$ cat config.mk
export PLATFORM = sky130hd
export DESIGN_NAME = sem_back
export DESIGN_NICKNAME = d
export VERILOG_FILES = /design/src/rtl/sem_pkg.sv /design/src/rtl/sem_back.sv
export SDC_FILE = /design/constraint.sdc
export NUM_CORES = 1
export LEC_CHECK = 0
export BUFFER_PORTS_ARGS = -buffer_cell sky130_fd_sc_hd__clkbuf_2
export CAP_MARGIN = 10
export CORE_MARGIN = 10
export CORE_UTILIZATION = 35
export DETAILED_ROUTE_END_ITERATION = 12
export PLACE_DENSITY = 0.63
export SLEW_MARGIN = 0
export SYNTH_ARGS = -nofsm -noshare
export SYNTH_HDL_FRONTEND = slang
export SYNTH_SLANG_ARGS = --single-unit
$ cat constraint.sdc
create_clock -name clk -period 10.9 [get_ports clk]
set_input_delay 0.545 -clock clk [delete_from_list [all_inputs] [get_ports clk]]
set_output_delay 0.545 -clock clk [all_outputs]
set_load 0.01 [all_outputs]
$ cat src/rtl/sem_pkg.sv
// Shared types, sizes and constants of the Sobel edge magnitude block.
package sem_pkg;

    // Frame limits and derived widths
    localparam int MAX_WIDTH  = 2048;
    localparam int MAX_HEIGHT = 4096;
    localparam int COL_W      = $clog2(MAX_WIDTH);
    localparam int ROW_W      = $clog2(MAX_HEIGHT);
    localparam int WIDTH_W    = $clog2(MAX_WIDTH + 1);
    localparam int HEIGHT_W   = $clog2(MAX_HEIGHT + 1);
    localparam int MIN_SIZE   = 3;

    localparam int RESET_WIDTH  = 640;
    localparam int RESET_HEIGHT = 480;

    // Pixel and gradient arithmetic
    localparam int PIX_W      = 8;
    localparam int LINE_W     = 3 * PIX_W;
    localparam int SUM_W      = 10;
    localparam int PROD_W     = 20;
    localparam int DIV3_MUL   = 683;
    localparam int DIV3_SHIFT = 11;
    localparam int GRAD_W     = 11;
    localparam int ENERGY_W   = 22;
    localparam int REM_W      = 17;
    localparam int SQRT_STEPS = PIX_W;
    localparam int MAG_MAX    = 255;

    // Front-to-back queue
    localparam int QDEPTH   = 4;
    localparam int QPTR_W   = $clog2(QDEPTH);
    localparam int QCOUNT_W = $clog2(QDEPTH + 1);

    // Register map: register index taken from paddr[2]
    localparam int  APB_ADDR_W = 3;
    localparam int  APB_DATA_W = 32;
    localparam logic CFG_IDX_WIDTH  = 1'b0;
    localparam logic CFG_IDX_HEIGHT = 1'b1;

    typedef struct packed {
        logic [PIX_W-1:0] red;
        logic [PIX_W-1:0] green;
        logic [PIX_W-1:0] blue;
        logic [PIX_W-1:0] alpha;
    } sem_pixel_t;

    typedef struct packed {
        logic [COL_W-1:0] out_col;
        logic [ROW_W-1:0] out_row;
        logic [PIX_W-1:0] magnitude;
        logic [PIX_W-1:0] out_alpha;
        logic             frame_last;
    } sem_result_t;

    // Gradient beat passed from the front to the back
    typedef struct packed {
        logic [COL_W-1:0]         col;
        logic [ROW_W-1:0]         row;
        logic [PIX_W-1:0]         alpha;
        logic                     last;
        logic signed [GRAD_W-1:0] sx;
        logic signed [GRAD_W-1:0] sy;
    } sem_grad_t;

endpackage

$ cat src/rtl/sem_back.sv
// Back end: gradient energy and a pipelined bit-per-stage square root.
module sem_back (
    input  logic                 clk,
    input  logic                 rst_n,
    input  logic                 grad_valid,
    input  sem_pkg::sem_grad_t   grad,
    output logic                 grad_pop,
    input  logic                 pop,
    output logic                 empty,
    output sem_pkg::sem_result_t result
);

    localparam int NSTAGE = sem_pkg::SQRT_STEPS + 1;

    typedef struct packed {
        logic [sem_pkg::COL_W-1:0] col;
        logic [sem_pkg::ROW_W-1:0] row;
        logic [sem_pkg::PIX_W-1:0] alpha;
        logic                      last;
        logic                      sat;
        logic [sem_pkg::REM_W-1:0] rem;
        logic [sem_pkg::PIX_W-1:0] root;
    } sem_sqrt_t;

    // One restoring step for root bit k
    function automatic sem_sqrt_t sqrt_step(input sem_sqrt_t s, input int k);
        sem_sqrt_t          o;
        logic [17:0]        trial;
        o     = s;
        trial = (18'(s.root) << (k + 1)) + (18'(1) << (2 * k));
        if (trial <= 18'(s.rem))
        begin
            o.rem  = sem_pkg::REM_W'(18'(s.rem) - trial);
            o.root = s.root | sem_pkg::PIX_W'(1 << k);
        end
        return o;
    endfunction

    logic                               advance;
    logic                               valid_reg [NSTAGE];
    sem_sqrt_t                          stage_reg [NSTAGE];
    sem_sqrt_t                          stage_next [NSTAGE];
    logic signed [sem_pkg::ENERGY_W-1:0] sx_e, sy_e, sq_x, sq_y;
    logic [sem_pkg::ENERGY_W-1:0]       energy;

    // Whole pipeline moves unless the output beat is held
    assign advance  = !valid_reg[NSTAGE-1] || pop;
    assign grad_pop = advance;

    // Squares and energy feed the first stage
    assign sx_e   = sem_pkg::ENERGY_W'(grad.sx);
    assign sy_e   = sem_pkg::ENERGY_W'(grad.sy);
    assign sq_x   = sx_e * sx_e;
    assign sq_y   = sy_e * sy_e;
    assign energy = sem_pkg::ENERGY_W'(sq_x + sq_y);

    always_comb
    begin
        stage_next[0].col   = grad.col;
        stage_next[0].row   = grad.row;
        stage_next[0].alpha = grad.alpha;
        stage_next[0].last  = grad.last;
        stage_next[0].sat   = |energy[sem_pkg::ENERGY_W-1:16];
        stage_next[0].rem   = sem_pkg::REM_W'(energy[15:0]);
        stage_next[0].root  = '0;
        for (int i = 1; i < NSTAGE; i++)
        begin
            stage_next[i] = sqrt_step(stage_reg[i-1], NSTAGE - 1 - i);
        end
    end

    always_ff @(posedge clk or negedge rst_n)
    begin
        if (!rst_n)
        begin
            for (int i = 0; i < NSTAGE; i++)
            begin
                valid_reg[i] <= 1'b0;
            end
        end
        else if (advance)
        begin
            valid_reg[0] <= grad_valid;
            for (int i = 1; i < NSTAGE; i++)
            begin
                valid_reg[i] <= valid_reg[i-1];
            end
        end
    end

    always_ff @(posedge clk)
    begin
        if (advance)
        begin
            for (int i = 0; i < NSTAGE; i++)
            begin
                stage_reg[i] <= stage_next[i];
            end
        end
    end

    // Last stage is the output register
    assign empty             = !valid_reg[NSTAGE-1];
    assign result.out_col    = stage_reg[NSTAGE-1].col;
    assign result.out_row    = stage_reg[NSTAGE-1].row;
    assign result.out_alpha  = stage_reg[NSTAGE-1].alpha;
    assign result.frame_last = stage_reg[NSTAGE-1].last;
    assign result.magnitude  = stage_reg[NSTAGE-1].sat ?
                               sem_pkg::PIX_W'(sem_pkg::MAG_MAX) : stage_reg[NSTAGE-1].root;

endmodule

=== Word level (Yosys, flattened, before mapping) ===
Memories as Yosys holds them, arrays and structs flattened.
Index checks and enable logic that the tools add are counted.

* Latch bits: 0
* ROM bits: 0
* Register bits: 9
* Memories kept: 1
* Bits in writable memories: 522
* Word-level logic and storage cells: 51

{| class="wikitable"
|+ Memories
! memory !! depth !! bits a word !! read ports !! clocked after memory_dff !! write ports !! RTL line !! source
|-
| stage_reg || 9 || 58 || 9 || 0 || 9 || sem_back.sv:41 || <nowiki>sem_sqrt_t stage_reg [NSTAGE];</nowiki>
|}

* Magnitude comparators: 8
* Bitwise gates (word level): 0
* Shift operators: 0
* Equality and inequality tests: 0
* Divide/modulo/power cells: 0
* Muxes and demuxes: 11
* Reductions and logical operators: 3
* $add $sub $neg: 17
* Multipliers: 2

{| class="wikitable"
|+ Operators with widths
! kind !! number
|-
| 2-to-1 mux 25 bit || 8
|-
| multiplier 11 x 11 -> 22 bit || 2
|-
| adder 22 bit || 1
|-
| adder 16 x 15 -> 17 bit, second input constant || 1
|-
| <= comparator 10 x 17 -> 1 bit || 1
|-
| <= comparator 11 x 17 -> 1 bit || 1
|-
| <= comparator 12 x 17 -> 1 bit || 1
|-
| <= comparator 13 x 17 -> 1 bit || 1
|-
| <= comparator 14 x 17 -> 1 bit || 1
|-
| <= comparator 15 x 17 -> 1 bit || 1
|-
| <= comparator 16 x 17 -> 1 bit || 1
|-
| <= comparator 17 bit || 1
|-
| subtractor 17 x 10 -> 17 bit || 1
|-
| subtractor 17 x 11 -> 17 bit || 1
|-
| subtractor 17 x 12 -> 17 bit || 1
|-
| subtractor 17 x 13 -> 17 bit || 1
|-
| subtractor 17 x 14 -> 17 bit || 1
|-
| subtractor 17 x 15 -> 17 bit || 1
|-
| subtractor 17 x 16 -> 17 bit || 1
|-
| subtractor 17 bit || 1
|-
| adder 15 x 13 -> 16 bit, second input constant || 1
|-
| adder 14 x 11 -> 15 bit, second input constant || 1
|-
| adder 13 x 9 -> 14 bit, second input constant || 1
|-
| adder 12 x 7 -> 13 bit, second input constant || 1
|-
| other kinds (8) || 9
|}

=== Longest topological paths before layout ===
* Depth after elaboration: 4
* Gate-level depth with buffers: 24

=== Least setup slack after synthesis ===
Ideal clock, no wire load.

* Path type: input to register
* Start: in pop
* End: mem stage_reg[0][100] (netlist name), enable pin
* Stages on the path: 2
* Setup slack: 0.364 ns
* Setup time: 0.815 ns
* Data arrival time: 9.720 ns
* Cells stage by stage: nor2_1 > inv_1

{| class="wikitable"
|+ RTL lines
! item !! RTL line !! source
|-
| start: declaration || sem_back.sv:8 || <nowiki>input logic pop,</nowiki>
|-
| end: declaration || sem_back.sv:41 ||
|}

==> summary by stage <==
Clocking
The clock latency on the worst-skew pair is 0.59 ns. Buffers inserted during clock tree synthesis total 46. Clock tree synthesis found a total of 477 sinks. The number of buffers on the longest clock path is 3. The number of resized instances in the post-cts repair step is 0. The TritonCTS clock tree is built.

The tree is rooted in a clkbuf_16. The number of levels in the clock H-tree is 2. The total setup buffers inserted after CTS is 0. The clock-pin slew reported for the worst setup and hold paths after clock tree synthesis is 0.06 ns.

Layout
The repair_antennas step left the layout with diodes totalling 0. Relative to the synthesized area, the layout overhead comes to 11.16%. The register with the most flip-flops in the layout has 468 of them. The total number of nets in the final design is 2305. Of the cells placed in the final design, the portion with a size suffix greater than 1 is 10.40%.

The library cells used most frequently in the layout, excluding fill and tap cells, are 468 x edfxtp_1, 351 x inv_1, 237 x fa_1. Excluding fillers, the count of instances in the completed layout stands at 2882. The commonest non-fill, non-tap cell in the layout is edfxtp_1.

Setup path
The dominant cell type by count on the critical path is fa_1. The data required time of the worst path is 11.21 ns. Data on the critical path arrives at its endpoint at 7.30 ns. STA classifies the critical path endpoint as a flop. The critical path's slowest cell is fa_1.

STA classifies the critical path startpoint as an input pin. The critical path's top delay family is adder cells. The signal on the critical path passes through clkbuf_2 > nand2_1 > inv_1 > fa_1 > inv_1 > fa_1 > inv_1 > fa_1 > fa_1 > fa_1 > fa_1 > inv_1 > fa_1 > inv_1 > ha_1 > nand2_1 > a2111oi_0 > o41ai_2 > a31oi_1 > o2111ai_1 > a311oi_2 > o211ai_1.

The kind of critical path is in2reg. In this run the worst path has a maximum fanout of 21. The critical path buffer and inverter count is 6. The delay of the slowest critical-path stage is 0.56 ns.

Synthesis
In this run, synthesis inferred 468 flip-flops with an integrated enable. The sequential area share after synthesis is 55.77%. The average cell area after synthesis is 14.24 um^2.

The area of the mapped netlist is 25600 um^2. The predominant post-synthesis flop cell is edfxtp_1. Counting every instance in the synthesized netlist gives 1798. Summed over all instances, the cell type with the most area after synthesis is edfxtp_1. The count of yosys warnings during synthesis is 0. The fraction of registers with async set or reset after synthesis is 1.887%. In this run, synthesis produced a sequential element count of 477. The net count of the mapped netlist is 2215. Summed over its instances, the top area cell type makes up 54.89% of the synthesized netlist area. Yosys mapped the design onto 63 distinct sky130hd cell types. By area the synthesized netlist is led by edfxtp_1 55%, fa_1 19%, ha_1 6.0%.

Timing
After routing, the total negative slack on setup checks comes to 0 ns. Setup violations remaining at the end of the flow were counted as 0. The final count of pins violating max slew is 0. For the final database, setup skew stands at 0.02847 ns. After layout, the worst path uses 64.15% of the clock period. The worst pin sits at a relative slew slack of 24.67%.

The final critical path time including I/O delays and setup is 6.992 ns. The slew at the pin with the worst max-slew slack is 1.130 ns. Based on the critical path, the design can be clocked at up to 0.1430 GHz. Setup repair after global routing left no endpoint under its margin. The final hold violation count is 0.

Route
The total detailed-routing wirelength is 43.88 mm. The post-detailed-route DRC marker count is 0. Using the TritonRoute via totals, the vias-per-cell ratio works out to 4.481. After detailed routing, the average wire length per cell comes to 15.22 um. The number of DRC markers in iteration 0 is 587. In this run the top signal layer used is met5. The total met2 wirelength after detailed routing is 22.90 mm. The number of routed nets with antenna violations is 0. In the final routing, the length of wire on met1 measures 18.19 mm. The number of vias in the routed layout is 12910. The met3 routed wirelength is 1.640 mm.

The total iterations of the first detailed-routing run is 5.

Floorplanning
The initial core utilization is 35.21%. The cell row count is 99. The area of the die is 84360 um^2. The core region is 72710 um^2. The die width is 290.5 um. The die extent in y is 290.5 um.

100 I/O pins were placed.

Placement
After legalization and detailed placement, the total HPWL measured 32.93 mm. Input and output buffers added on the ports amount to 99. Including well taps, the total number of placed cells is 2798.

Routability-driven placement finished with a final weighted congestion of 0.8832.

GRT
The total global routing track utilization is 10.47%. The total overflow left after global routing is 0. The global-route wire length before repair is 72.23 mm.

The number of global-route vias before repair is 13980. The number of antenna violations at the first check in global routing came to 4. The largest net degree at the start of global routing is 195.

Hold path
The class of the most critical hold timing path is in2reg.

Job
The max-capacitance violation count is 0.

Outcome
The run finished with clean final reports.
## worst paths after layout
| kind | from | endpoint | slack (ns) | cells past startpoint |
|---|---|---|---|---|
| worst max-delay path | grad[10] | stage_reg[0][25] | 3.91 | 22 |
| worst min-delay path | grad[23] | stage_reg[0][27] | 0.13 | 1 |
| worst max register to register | stage_reg[0][360] | stage_reg[0][425] | 7.88 | 9 |
| worst min register to register | stage_reg[0][339] | stage_reg[0][397] | 0.41 | 0 |
| max in group asynchronous | rst_n | valid_reg[4] | 10.34 | 2 |
| min in group asynchronous | rst_n | valid_reg[8] | 0.37 | 2 |
## final cells by class
| class | instances | area, um^2 |
|---|---|---|
| Clock inverter | 25 | 270.3 |
| Fill cell | 6695 | 44250 |
| Sequential cell | 477 | 14280 |
| Timing Repair Buffer | 103 | 540.5 |
| Clock buffer | 58 | 1196 |
| Inverter | 353 | 1333 |
| Tap cell | 959 | 1200 |
| Multi-Input combinational cell | 907 | 9639 |
## worst register-to-register path: cells and delay by family, from the launching register on
family          cells  cell delay, ns
buf+inv             1            0.16
simple gates        2            0.91
fa+ha+maj           1            0.36
flops               1            0.40
compound gates      5            0.92
## cells in the mapped netlist (all sizes together), types with 3 or more instances
| cell type | n |
|---|---|
| buf | 35 |
| and2 | 58 |
| inv | 353 |
| a21o | 5 |
| o21ai | 27 |
| and3 | 3 |
| a21oi | 34 |
| xnor2 | 54 |
| or4 | 3 |
| nor3 | 20 |
| a211oi | 5 |
| nand4 | 4 |
| fa | 237 |
| edfxtp | 468 |
| o21a | 19 |
| or3 | 7 |
| xor2 | 19 |
| nor4 | 13 |
| o211ai | 3 |
| dfrtp | 9 |
| or2 | 12 |
| nor4b | 7 |
| nor2b | 25 |
| a21boi | 5 |
| nor2 | 48 |
| mux2i | 4 |
| nand2b | 11 |
| nand3 | 17 |
| clkbuf | 26 |
| nand3b | 5 |
| a31oi | 5 |
| nand2 | 99 |
| mux2 | 11 |
| ha | 122 |
## kinds of logic (layout without fill, tap and decap cells)
kind of cell | count (synthesis) | count (layout) | share of synthesized area (%)
multiplexers | 15 | 15 | 0.6403
AND/OR/NAND/NOR | 338 | 338 | 6.896
adder cells (fa/ha/maj) | 359 | 359 | 24.50
AO/OA/AOI/OAI | 121 | 121 | 3.108
XOR/XNOR | 73 | 73 | 2.497
buffers and inverters | 414 | 539 | 6.573
other | 1 | 1 | 0.01465
flip-flops | 477 | 477 | 55.77
## through the flow
stage               hold slack, ns  util, %  instance area (um^2)  setup WS [ns]
CTS                        0.07891    39.14                 28460          3.916
global placement            0.4004    37.11                 26980          3.397
floorplan                   0.2494        -                 25600         0.3643
global route               0.08727    39.14                 28460          3.429
finish                      0.1347    39.14                 28460          3.908
detailed placement          0.4045    37.11                 26980          3.307
## routing by layer
layer | up-vias | global-route usage (%)
li1 | 6105 | -
met1 | 6528 | 12.34
met2 | 198 | 18.94
met3 | 78 | 1.935
met4 | 4 | 3.433
met5 | - | 0
## what timing repair did
item,CTS,global route
endpoints found under the setup margin,0,0
hold buffers,1,0
endpoints found under the hold margin,9,0
Power is not shown: default switching activity piles up to over one toggle a cycle in this logic, so the estimate is an artifact.
