**config.mk**
```make
export PLATFORM = sky130hd
export DESIGN_NAME = sem_queue
export DESIGN_NICKNAME = d
export VERILOG_FILES = /design/src/rtl/sem_pkg.sv /design/src/rtl/sem_queue.sv
export SDC_FILE = /design/constraint.sdc
export NUM_CORES = 1
export LEC_CHECK = 0
export BUFFER_PORTS_ARGS = -buffer_cell sky130_fd_sc_hd__buf_4
export CAP_MARGIN = 20
export CORE_ASPECT_RATIO = 0.9
export CORE_MARGIN = 8
export CORE_UTILIZATION = 51
export DETAILED_ROUTE_END_ITERATION = 12
export PLACE_DENSITY = 0.75
export SLEW_MARGIN = 20
export SYNTH_ARGS = -nofsm -noshare
export SYNTH_HDL_FRONTEND = slang
export SYNTH_SLANG_ARGS = --single-unit
```
**constraint.sdc**
```tcl
create_clock -name clk -period 2.2 [get_ports clk]
set_input_delay 0.22 -clock clk [delete_from_list [all_inputs] [get_ports clk]]
set_output_delay 0.22 -clock clk [all_outputs]
set_load 0.05 [all_outputs]
```
**src/rtl/sem_pkg.sv**
```systemverilog
// Shared types, sizes and constants of the Sobel edge magnitude block.
package sem_pkg;

    // Frame limits and derived widths
    localparam int MAX_WIDTH  = 2048;
    localparam int MAX_HEIGHT = 4096;
    localparam int COL_W      = $clog2(MAX_WIDTH);
    localparam int ROW_W      = $clog2(MAX_HEIGHT);
    localparam int WIDTH_W    = $clog2(MAX_WIDTH + 1);
    localparam int HEIGHT_W   = $clog2(MAX_HEIGHT + 1);
    localparam int MIN_SIZE   = 3;

    localparam int RESET_WIDTH  = 640;
    localparam int RESET_HEIGHT = 480;

    // Pixel and gradient arithmetic
    localparam int PIX_W      = 8;
    localparam int LINE_W     = 3 * PIX_W;
    localparam int SUM_W      = 10;
    localparam int PROD_W     = 20;
    localparam int DIV3_MUL   = 683;
    localparam int DIV3_SHIFT = 11;
    localparam int GRAD_W     = 11;
    localparam int ENERGY_W   = 22;
    localparam int REM_W      = 17;
    localparam int SQRT_STEPS = PIX_W;
    localparam int MAG_MAX    = 255;

    // Front-to-back queue
    localparam int QDEPTH   = 4;
    localparam int QPTR_W   = $clog2(QDEPTH);
    localparam int QCOUNT_W = $clog2(QDEPTH + 1);

    // Register map: register index taken from paddr[2]
    localparam int  APB_ADDR_W = 3;
    localparam int  APB_DATA_W = 32;
    localparam logic CFG_IDX_WIDTH  = 1'b0;
    localparam logic CFG_IDX_HEIGHT = 1'b1;

    typedef struct packed {
        logic [PIX_W-1:0] red;
        logic [PIX_W-1:0] green;
        logic [PIX_W-1:0] blue;
        logic [PIX_W-1:0] alpha;
    } sem_pixel_t;

    typedef struct packed {
        logic [COL_W-1:0] out_col;
        logic [ROW_W-1:0] out_row;
        logic [PIX_W-1:0] magnitude;
        logic [PIX_W-1:0] out_alpha;
        logic             frame_last;
    } sem_result_t;

    // Gradient beat passed from the front to the back
    typedef struct packed {
        logic [COL_W-1:0]         col;
        logic [ROW_W-1:0]         row;
        logic [PIX_W-1:0]         alpha;
        logic                     last;
        logic signed [GRAD_W-1:0] sx;
        logic signed [GRAD_W-1:0] sy;
    } sem_grad_t;

endpackage

```
**src/rtl/sem_queue.sv**
```systemverilog
// Short queue of gradient beats between front and back.
module sem_queue (
    input  logic                         clk,
    input  logic                         rst_n,
    input  logic                         push_valid,
    input  sem_pkg::sem_grad_t           push_data,
    input  logic                         pop_req,
    output logic                         valid,
    output sem_pkg::sem_grad_t           data,
    output logic [sem_pkg::QCOUNT_W-1:0] count
);

    sem_pkg::sem_grad_t             mem_reg [sem_pkg::QDEPTH];
    logic [sem_pkg::QPTR_W-1:0]     wptr_reg, rptr_reg;
    logic [sem_pkg::QCOUNT_W-1:0]   count_reg, count_next;
    logic                           do_pop;

    assign valid  = (count_reg != '0);
    assign do_pop = pop_req && valid;
    assign data   = mem_reg[rptr_reg];
    assign count  = count_reg;

    always_comb
    begin
        count_next = count_reg;
        if (push_valid && !do_pop)
        begin
            count_next = count_reg + sem_pkg::QCOUNT_W'(1);
        end
        else if (!push_valid && do_pop)
        begin
            count_next = count_reg - sem_pkg::QCOUNT_W'(1);
        end
    end

    always_ff @(posedge clk or negedge rst_n)
    begin
        if (!rst_n)
        begin
            wptr_reg  <= '0;
            rptr_reg  <= '0;
            count_reg <= '0;
        end
        else
        begin
            if (push_valid)
            begin
                wptr_reg <= wptr_reg + sem_pkg::QPTR_W'(1);
            end
            if (do_pop)
            begin
                rptr_reg <= rptr_reg + sem_pkg::QPTR_W'(1);
            end
            count_reg <= count_next;
        end
    end

    always_ff @(posedge clk)
    begin
        if (push_valid)
        begin
            mem_reg[wptr_reg] <= push_data;
        end
    end

    // Occupancy never goes past the depth
    a_count_bound: assert property (@(posedge clk) disable iff (!rst_n)
        count_reg <= sem_pkg::QCOUNT_W'(sem_pkg::QDEPTH))
        else $error("queue count beyond depth");

    // Front credit must keep pushes off a full queue
    a_no_overflow: assert property (@(posedge clk) disable iff (!rst_n)
        push_valid |-> (count_reg != sem_pkg::QCOUNT_W'(sem_pkg::QDEPTH)))
        else $error("push into full queue");

    // Pointers stay consistent with the count
    a_ptr_match: assert property (@(posedge clk) disable iff (!rst_n)
        (count_reg == '0) |-> (wptr_reg == rptr_reg))
        else $error("queue pointers disagree with empty count");

endmodule

```
# [Yosys cells after proc, flatten, opt, wreduce, memory -nomap -nowiden]
# Memory sizes are Yosys's and may differ from the RTL's.
# Index checks and enable logic that the tools add are counted.
[word_totals] register_bits=7 mem_bits_rw=216 inputBits=58 output_inout_bits=58 elab_cells=19 mem_count=1
[classes] n_addsub=4 muxes=4 n_reduce_logical=7
[mem_list] name="mem_reg" words=4 width=54 read_ports=1 rd_ports_with_merged_regs=0 write_ports=1 line="sem_queue.sv:13" source="sem_pkg::sem_grad_t mem_reg [sem_pkg::QDEPTH];"
[op_table] operator="3-bit 2-to-1 mux" n=2
[op_table] operator="2-bit by 1-bit adder with 2-bit output (second input constant)" n=2
[op_table] operator="3-bit by 1-bit adder with 3-bit output (second input constant)" n=1
[op_table] operator="1-bit logical AND" n=3
[op_table] operator="3-bit nonzero test" n=1
[op_table] operator="3-bit by 1-bit subtractor with 3-bit output (second input constant)" n=1
[op_table] operator="1-bit logical NOT" n=2
[op_table] operator="1-bit 2-to-1 mux" n=2
[op_table] operator="2-bit nonzero test" n=1

# [Logic depth before layout (Yosys ltp)]
# Gate-level depths: netlist of the first run.
[logic_depth] word_depth=5 depth_mapped=8 mapped_depth_nobuf=8

# [Least setup slack after synthesis of the first run]
# OpenSTA, ideal clock, no wires.
[synth_timing] path_kind="reg2reg" startpoint="register count_reg, in the netlist count[0]" endpoint="register count_reg, in the netlist count[2]" setup_ns=0.082 arrival_time_ns=2.462 required_time_ns=2.118 path_slack_ns=-0.344 path_stages_with_launch=9 path_buffers=0 synth_period_minus_slack_ns=2.544 path_cell_list="dfrtp_1 or3_1 nand2_1 ha_1 inv_1 fa_1 xor2_1 nor2_1 xor2_1"
[synth_via] elab_chain_len=5 word_cells_on_any_way=10 cone_classes="2 x add/sub; 2 x mux; 6 x reduce/logical"
[synth_lines] element="start: declaration" line="sem_queue.sv:15" source="logic [sem_pkg::QCOUNT_W-1:0] count_reg, count_next;"
[synth_lines] element="start signal: assignment" line="sem_queue.sv:54" source="count_reg <= count_next;"
[synth_lines] element="3-bit nonzero test (*)" line="sem_queue.sv:18" source="assign valid = (count_reg != '0);"
[synth_lines] element="named net valid" line="sem_queue.sv:8" source="output logic valid,"
[synth_lines] element="1-bit logical AND (*)" line="sem_queue.sv:19" source="assign do_pop = pop_req && valid;"
[synth_lines] element="1-bit logical NOT" line="sem_queue.sv:26" source="if (push_valid && !do_pop)"
[synth_lines] element="1-bit logical AND" line="sem_queue.sv:26"
[synth_lines] element="3-bit 2-to-1 mux or 2-bit nonzero test (tied branches)"
# The timed path passes the listed nets; every way through them passes the cells marked *. The select of a mux whose other input is x is not followed.
# A chain may end at the register's enable or synchronous reset.

==> results.md, run 1 <==
- DR vias: 3923
- Io pins: 116
- Post-synth ARST share: 3.139%
- RSZ-0062 raised after global routing: true
- Synth Net Count: 379
- Hold WC Path Type: input pin to asynchronous set/reset pin
- Crit path max-delay family: multiplexers
- Commonest non-fill, non-tap cell in the layout: edfxtp_1
- Max-cap viol count: 0
- Unique masters post-synth: 18
- Area delta synth->final: 35.51%
- CTS H-tree lvls: 1
- Root Driver: clkbuf_16
- Cell count after placement: 636
- Max-slew violations: 0
- Outcome: complete, no violations
- Residual DRC: 0
- Post-place instance area: 9374 um2
- Slowest stage cell, crit path: mux4_2
- CP max stage delay: 0.56 ns
- ANT nets after route: 0
- Mapped Area: 8182 um2
- Worst Tran Pin Value: 0.4883 ns
- PwrDens: 1547 nW/um2
- CP arrival: 1.96 ns
- Crit start category: flip-flop
- Static leakage: 3.910 nW
- Starting DRT DRC Count: 183
- Tot GR Track Use: 14.89%
- Initial antenna violation count: 0
- Crit end category: output pin
- Nets: 584
- Worst Path Buf+Inv: 3
- Top cells by area, synth: edfxtp_1, mux4_2, dfrtp_1
- Worst skew pair latency: 0.49 ns
- Die ar.: 20360 um2
- Clock Sinks: 223
- Max reg flops: 216
- #FFs+latches synth: 223
- Layout cells sized above 1: 44.03%
- Post-synth top area share: 79.28%
- Final HPWL DP: 8.830 mm
- Commonest cells after routing, fill and taps aside: edfxtp_1, buf_4, dlygate4sd3_1
- Fillers: 949
- Starting Density: 51.42%
- Tmin final: 2.181 ns
- CTS max path bufs: 3
- Part of the cycle the worst path needs: 99.13%
- WS Path Type: flip-flop to output pin
- Clk pin slew, worst setup/hold paths: 0.06 ns
- Fmax: 458.5 MHz
- Final cell count without fillers: 743
- Core ar.: 15910 um2
- Fin Hold WS: 0.08688 ns
- Crit path max fanout: 14
- Ys flop type: edfxtp_1
- WL per Instance: 21.19 um
- Avg Cell Area, Syn: 25.97 um2
- Required time worst endpoint: 1.98 ns
- GRT overflow: 0
- Yosys warning total: 0
- Diodes inserted: 0
- Post-synth EDFFs: 216
- Cell Rows: 44
- Vias in the first global route: 4249
- Chip Width: 149.5 um
- Slew margin rel.: 67.44%
- Pin count of the biggest net entering global routing: 56
- Final setup viols: 0
- Post-route cell area: 11090 um2
- Mapped Cells: 315
- Final Hold Fails: 0
- Layout Skew: 0.004616 ns
- Sequential area share after synthesis: 81.42%
- Final wirelength: 15.75 mm
- Num CTS Buffers: 23
- CP cell instances: buf_12 > buf_16 > mux4_2 > buf_6
- Die H: 136.2 um
- Yosys top cell by area: edfxtp_1
- Peak VDD IR: 1380 uV
- # port buffers: 115
- Vias per cell: 5.280
- CTS tree: done
- GP Congestion: 0.7024
- First-pass iteration count of the detailed router: 4
- First-pass GRT wire length: 23.32 mm
==> cell type report <==
cell class              count  area [um2]  area share [%]
repair buffers            192        1928           17.39
clock buffers              26       586.8           5.293
inverters                   3       11.26          0.1016
flip-flops and latches    223        6670           60.16
multi-input cells          77        1430           12.90
clock inverters            15       201.4           1.817
well taps                 207       259.0           2.336
==> final timing paths <==
kind | startpoint | to | slack, ns | cells after the start
max | rptr_reg[0] | data[30] | 0.02 | 4
min reg2reg | count[2] | count[2] | 0.50 | 1
max in group asynchronous | rst_n | rptr_reg[0] | 1.97 | 2
max reg2reg | count[0] | count[2] | 0.10 | 8
min in group clk | push_data[0] | mem_reg[1][0] | 0.47 | 2
min | rst_n | rptr_reg[1] | 0.09 | 2
==> power by group <==
part,leakage [nW],internal [mW],switching [mW]
logic,1.46,2.97,4.43
clock network,0.384,2.50,1.46
registers,2.06,5.58,0.216
==> cells by family after synthesis <==
kind of cell	Yosys count	synth area share, %
flip-flops	223	81.42
multiplexers	55	15.00
buffers and inverters	15	1.285
AND/OR/NAND/NOR	9	0.5811
XOR/XNOR	6	0.6424
adder cells (fa/ha/maj)	6	1.009
AO/OA/AOI/OAI	1	0.06111
==> repair_timing <==
action / CTS / global route
setup endpoints to repair: 40 / 55
hold buffers: 56 / 1
hold endpoints to repair: 225 / 1
gates resized for setup: 0 / 53
pin swaps: 0 / 1
setup buffers: 0 / 5
gates cloned: 0 / 4
==> worst register-to-register path, cell delays in order, from the launching register on <==
cell     delay [ns]
dfrtp_2        0.43
or3_4          0.41
nand2_2        0.10
ha_2           0.18
inv_1          0.05
fa_1           0.38
xor2_1         0.18
nor2_1         0.14
xor2_1         0.15
==> synth_stat cells (2+ instances only) <==
library cell and number:
and2_1 4, xor2_1 3, mux4_2 54, nand2_1 2, inv_1 3, edfxtp_1 216
buf_2 6, dfrtp_1 7, xnor2_1 3, buf_6 5, ha_1 5
==> per-stage QoR <==
stage	power [mW]	utilization [%]	setup slack (ns)	TNS [ns]
global route	17.82	69.68	-0.04322	-0.5964
global placement	12.33	58.92	0.1636	0
floorplan	10.52	-	-0.05009	-0.05009
CTS	16.47	67.40	-0.04521	-0.6162
finish	17.15	69.68	0.01917	0
detailed placement	12.41	58.92	0.06702	0
==> routing by layer <==
layer	vias to the layer above	wire, um	global-route usage [%]
met1	2022	6482	19.17
met3	20	1097	4.226
met5	-	0	0
li1	1753	-	-
met4	0	218	3.305
met2	128	7948	24.80
Note: power is estimated with default switching activity, not from simulation.
==> inputs of run 2 (changes only) <==
- CORE_ASPECT_RATIO: 0.9 -> default
- CORE_UTILIZATION: 51 -> 56
- PLACE_DENSITY: 0.75 -> 0.78
- clock period: 2.2 -> 2.4 ns (I/O delays scaled with it)
==> results.md, run 2 (synthesis gave the netlist of run 1 again) <==
- CTS resizes: 0 (unchanged)
- Starting Density: 56.72% (was 51.42%)
- CP arrival: 2.03 ns (was 1.96 ns)
- Vias per cell: 5.499 (was 5.280)
- Part of the cycle the worst path needs: 94.40%
- Clk pin slew, worst setup/hold paths: 0.06 ns (about the same)
- Layout Skew: 0.01008 ns (was 0.004616 ns)
- Max-cap viol count: 0 (unchanged)
- Worst Setup EP: data[52] (was data[30])
- Max-slew violations: 0 (unchanged)
- Peak VDD IR: 1284 uV (was 1380 uV)
- Fmax: 441.4 MHz
- Area delta synth->final: 31.85% (was 35.51%)
- Commonest cells after routing, fill and taps aside: edfxtp_1, buf_4, dlygate4sd3_1 (unchanged)
- ANT nets after route: 0 (unchanged)
- Place WS: 0.2581 ns (was 0.06702 ns)
- Fillers: 803 (was 949)
- Multi-input logic area: 1425 um2 (was 1430 um2)
- Slew margin rel.: 62.14% (was 67.44%)
- Final Hold Fails: 0 (unchanged)
- Critical Path Start: rptr_reg[1] (was rptr_reg[0])
- GP Congestion: 0.7098 (was 0.7024)
- RSZ-0062 raised after global routing: false (was true)
- Tot GR Track Use: 17.24% (was 14.89%)
- Tmin final: 2.266 ns
- # port buffers: 115 (unchanged)
- Num CTS Buffers: 22 (was 23)
- Required time worst endpoint: 2.16 ns (was 1.98 ns)
- Setup WS post-layout: 0.1345 ns (was 0.01917 ns)
- Outcome: complete, no violations (unchanged)
- Worst Tran Pin Value: 0.5679 ns (was 0.4883 ns)
- CTS tree: done (unchanged)
- Fin Hold WS: 0.06457 ns (was 0.08688 ns)
- CP cell instances: buf_4 > mux4_2 > buf_4 (was buf_12 > buf_16 > mux4_2 > buf_6)
- CP max stage delay: 0.63 ns (was 0.56 ns)
- CTS max path bufs: 3 (unchanged)
- Core ar.: 14420 um2 (was 15910 um2)
- Reg2reg setup slack: 0.24 ns (was 0.10 ns)
- Worst skew pair latency: 0.49 ns (about the same)
- Most frequent CP cell: buf_4
- Root Driver: clkbuf_16 (unchanged)
- Reg area: 6666 um2 (was 6670 um2)
- RR Endpoint: count[2] (unchanged)
- Vias in the first global route: 4388 (was 4249)
- Hold WC Path Type: input pin to flip-flop (was input pin to asynchronous set/reset pin)
- GRT overflow: 0 (unchanged)
- Crit end category: output pin (unchanged)
- Io pins: 116 (unchanged)
- Post-place instance area: 9414 um2 (was 9374 um2)
- Final wirelength: 15.91 mm (was 15.75 mm)
- Initial antenna violation count: 1 (was 0)
- Chip Width: 136.9 um (was 149.5 um)
- Cell Rows: 44 (unchanged)
- Register-to-Register Path Depth: 8 (unchanged)
- Nets: 578 (was 584)
- PwrDens: 1400 nW/um2 (was 1547 nW/um2)
- Setup TNS: 0 ns (unchanged)
- Crit start category: flip-flop (unchanged)
- Max reg flops: 216 (unchanged)
- First-pass GRT wire length: 24.39 mm (was 23.32 mm)
- Slowest stage cell, crit path: dfrtp_2 (was mux4_2)
- Static leakage: 3.810 nW (was 3.910 nW)
- CTS H-tree lvls: 1 (unchanged)
- Pin count of the biggest net entering global routing: 38 (was 56)
- Die H: 136.9 um (was 136.2 um)
- Die ar.: 18730 um2 (was 20360 um2)
- Final HPWL DP: 9.388 mm (was 8.830 mm)
- WL per Instance: 22.26 um (was 21.19 um)
- Final setup viols: 0 (unchanged)
- Starting DRT DRC Count: 249 (was 183)
- Crit path max fanout: 14 (unchanged)
- Layout cells sized above 1: 42.83% (was 44.03%)
- WS Path Type: flip-flop to output pin (unchanged)
- First-pass iteration count of the detailed router: 4 (unchanged)
- DR vias: 3932 (was 3923)
- Reg-to-reg startpoint: count[0] (unchanged)
- Clock Sinks: 223 (unchanged)
- Residual DRC: 0 (unchanged)
- Post-route cell area: 10790 um2 (was 11090 um2)
- Commonest non-fill, non-tap cell in the layout: edfxtp_1 (unchanged)
- Final core occ: 74.79% (was 69.68%)
run 2: worst max-delay path, delay by kind of cell (launching register included):
kind / cells / cell delay, ns
multiplexers: 1 / 0.35
flip-flops: 1 / 0.63
buffers and inverters: 2 / 0.54
run 2: layer usage:
| layer | vias to the layer above | wire (um) | track usage (%) |
|---|---|---|---|
| li1 | 1742 | - | - |
| met1 | 2023 | 6460 | 22.50 |
| met2 | 138 | 8075 | 29.04 |
| met3 | 29 | 1005 | 3.084 |
| met4 | 0 | 373 | 5.552 |
| met5 | - | 0 | 0 |
run 2: metrics by stage:
stage / cells / total power [mW]
floorplan: 315 / 9.657
global placement: 616 / 11.35
detailed placement: 616 / 11.45
CTS: 714 / 15.26
global route: 715 / 15.65
finish: 715 / 15.10
run 2: worst min-delay path by stage:
stage	slack (ns)	start	to	depth (start not counted)
after floorplan	-0.06	rst_n	count[0]	0
after detailed placement	0.06	rst_n	count[2]	1
final	0.06	pop_req	rptr_reg[0]	3
after global routing	0.07	pop_req	rptr_reg[0]	3
after global placement	0.05	rst_n	count[0]	1
after CTS	0.04	pop_req	rptr_reg[0]	3
run 2: timing repair:
item | 4_1_cts | 5_1_grt
buffers inserted | 2 | 0
setup endpoints to repair | 40 | 0
endpoints found under the hold margin | 225 | 0
hold buffers | 56 | 0
run 2: final cells by class:
cell class	instances	share of cell area [%]
Sequential cell	223	61.80
Timing Repair Buffer	187	15.36
Multi-Input combinational cell	77	13.21
Clock buffer	29	5.730
Tap cell	184	2.134
Clock inverter	11	1.647
Inverter	3	0.1044
Antenna cell	1	0.02320
run 2: power breakdown:
part	internal, mW	switching (mW)	leakage (nW)	total, mW
clock network	2.35	1.36	0.392	3.71
registers	5.10	0.272	2.06	5.37
logic	2.20	3.82	1.35	6.02
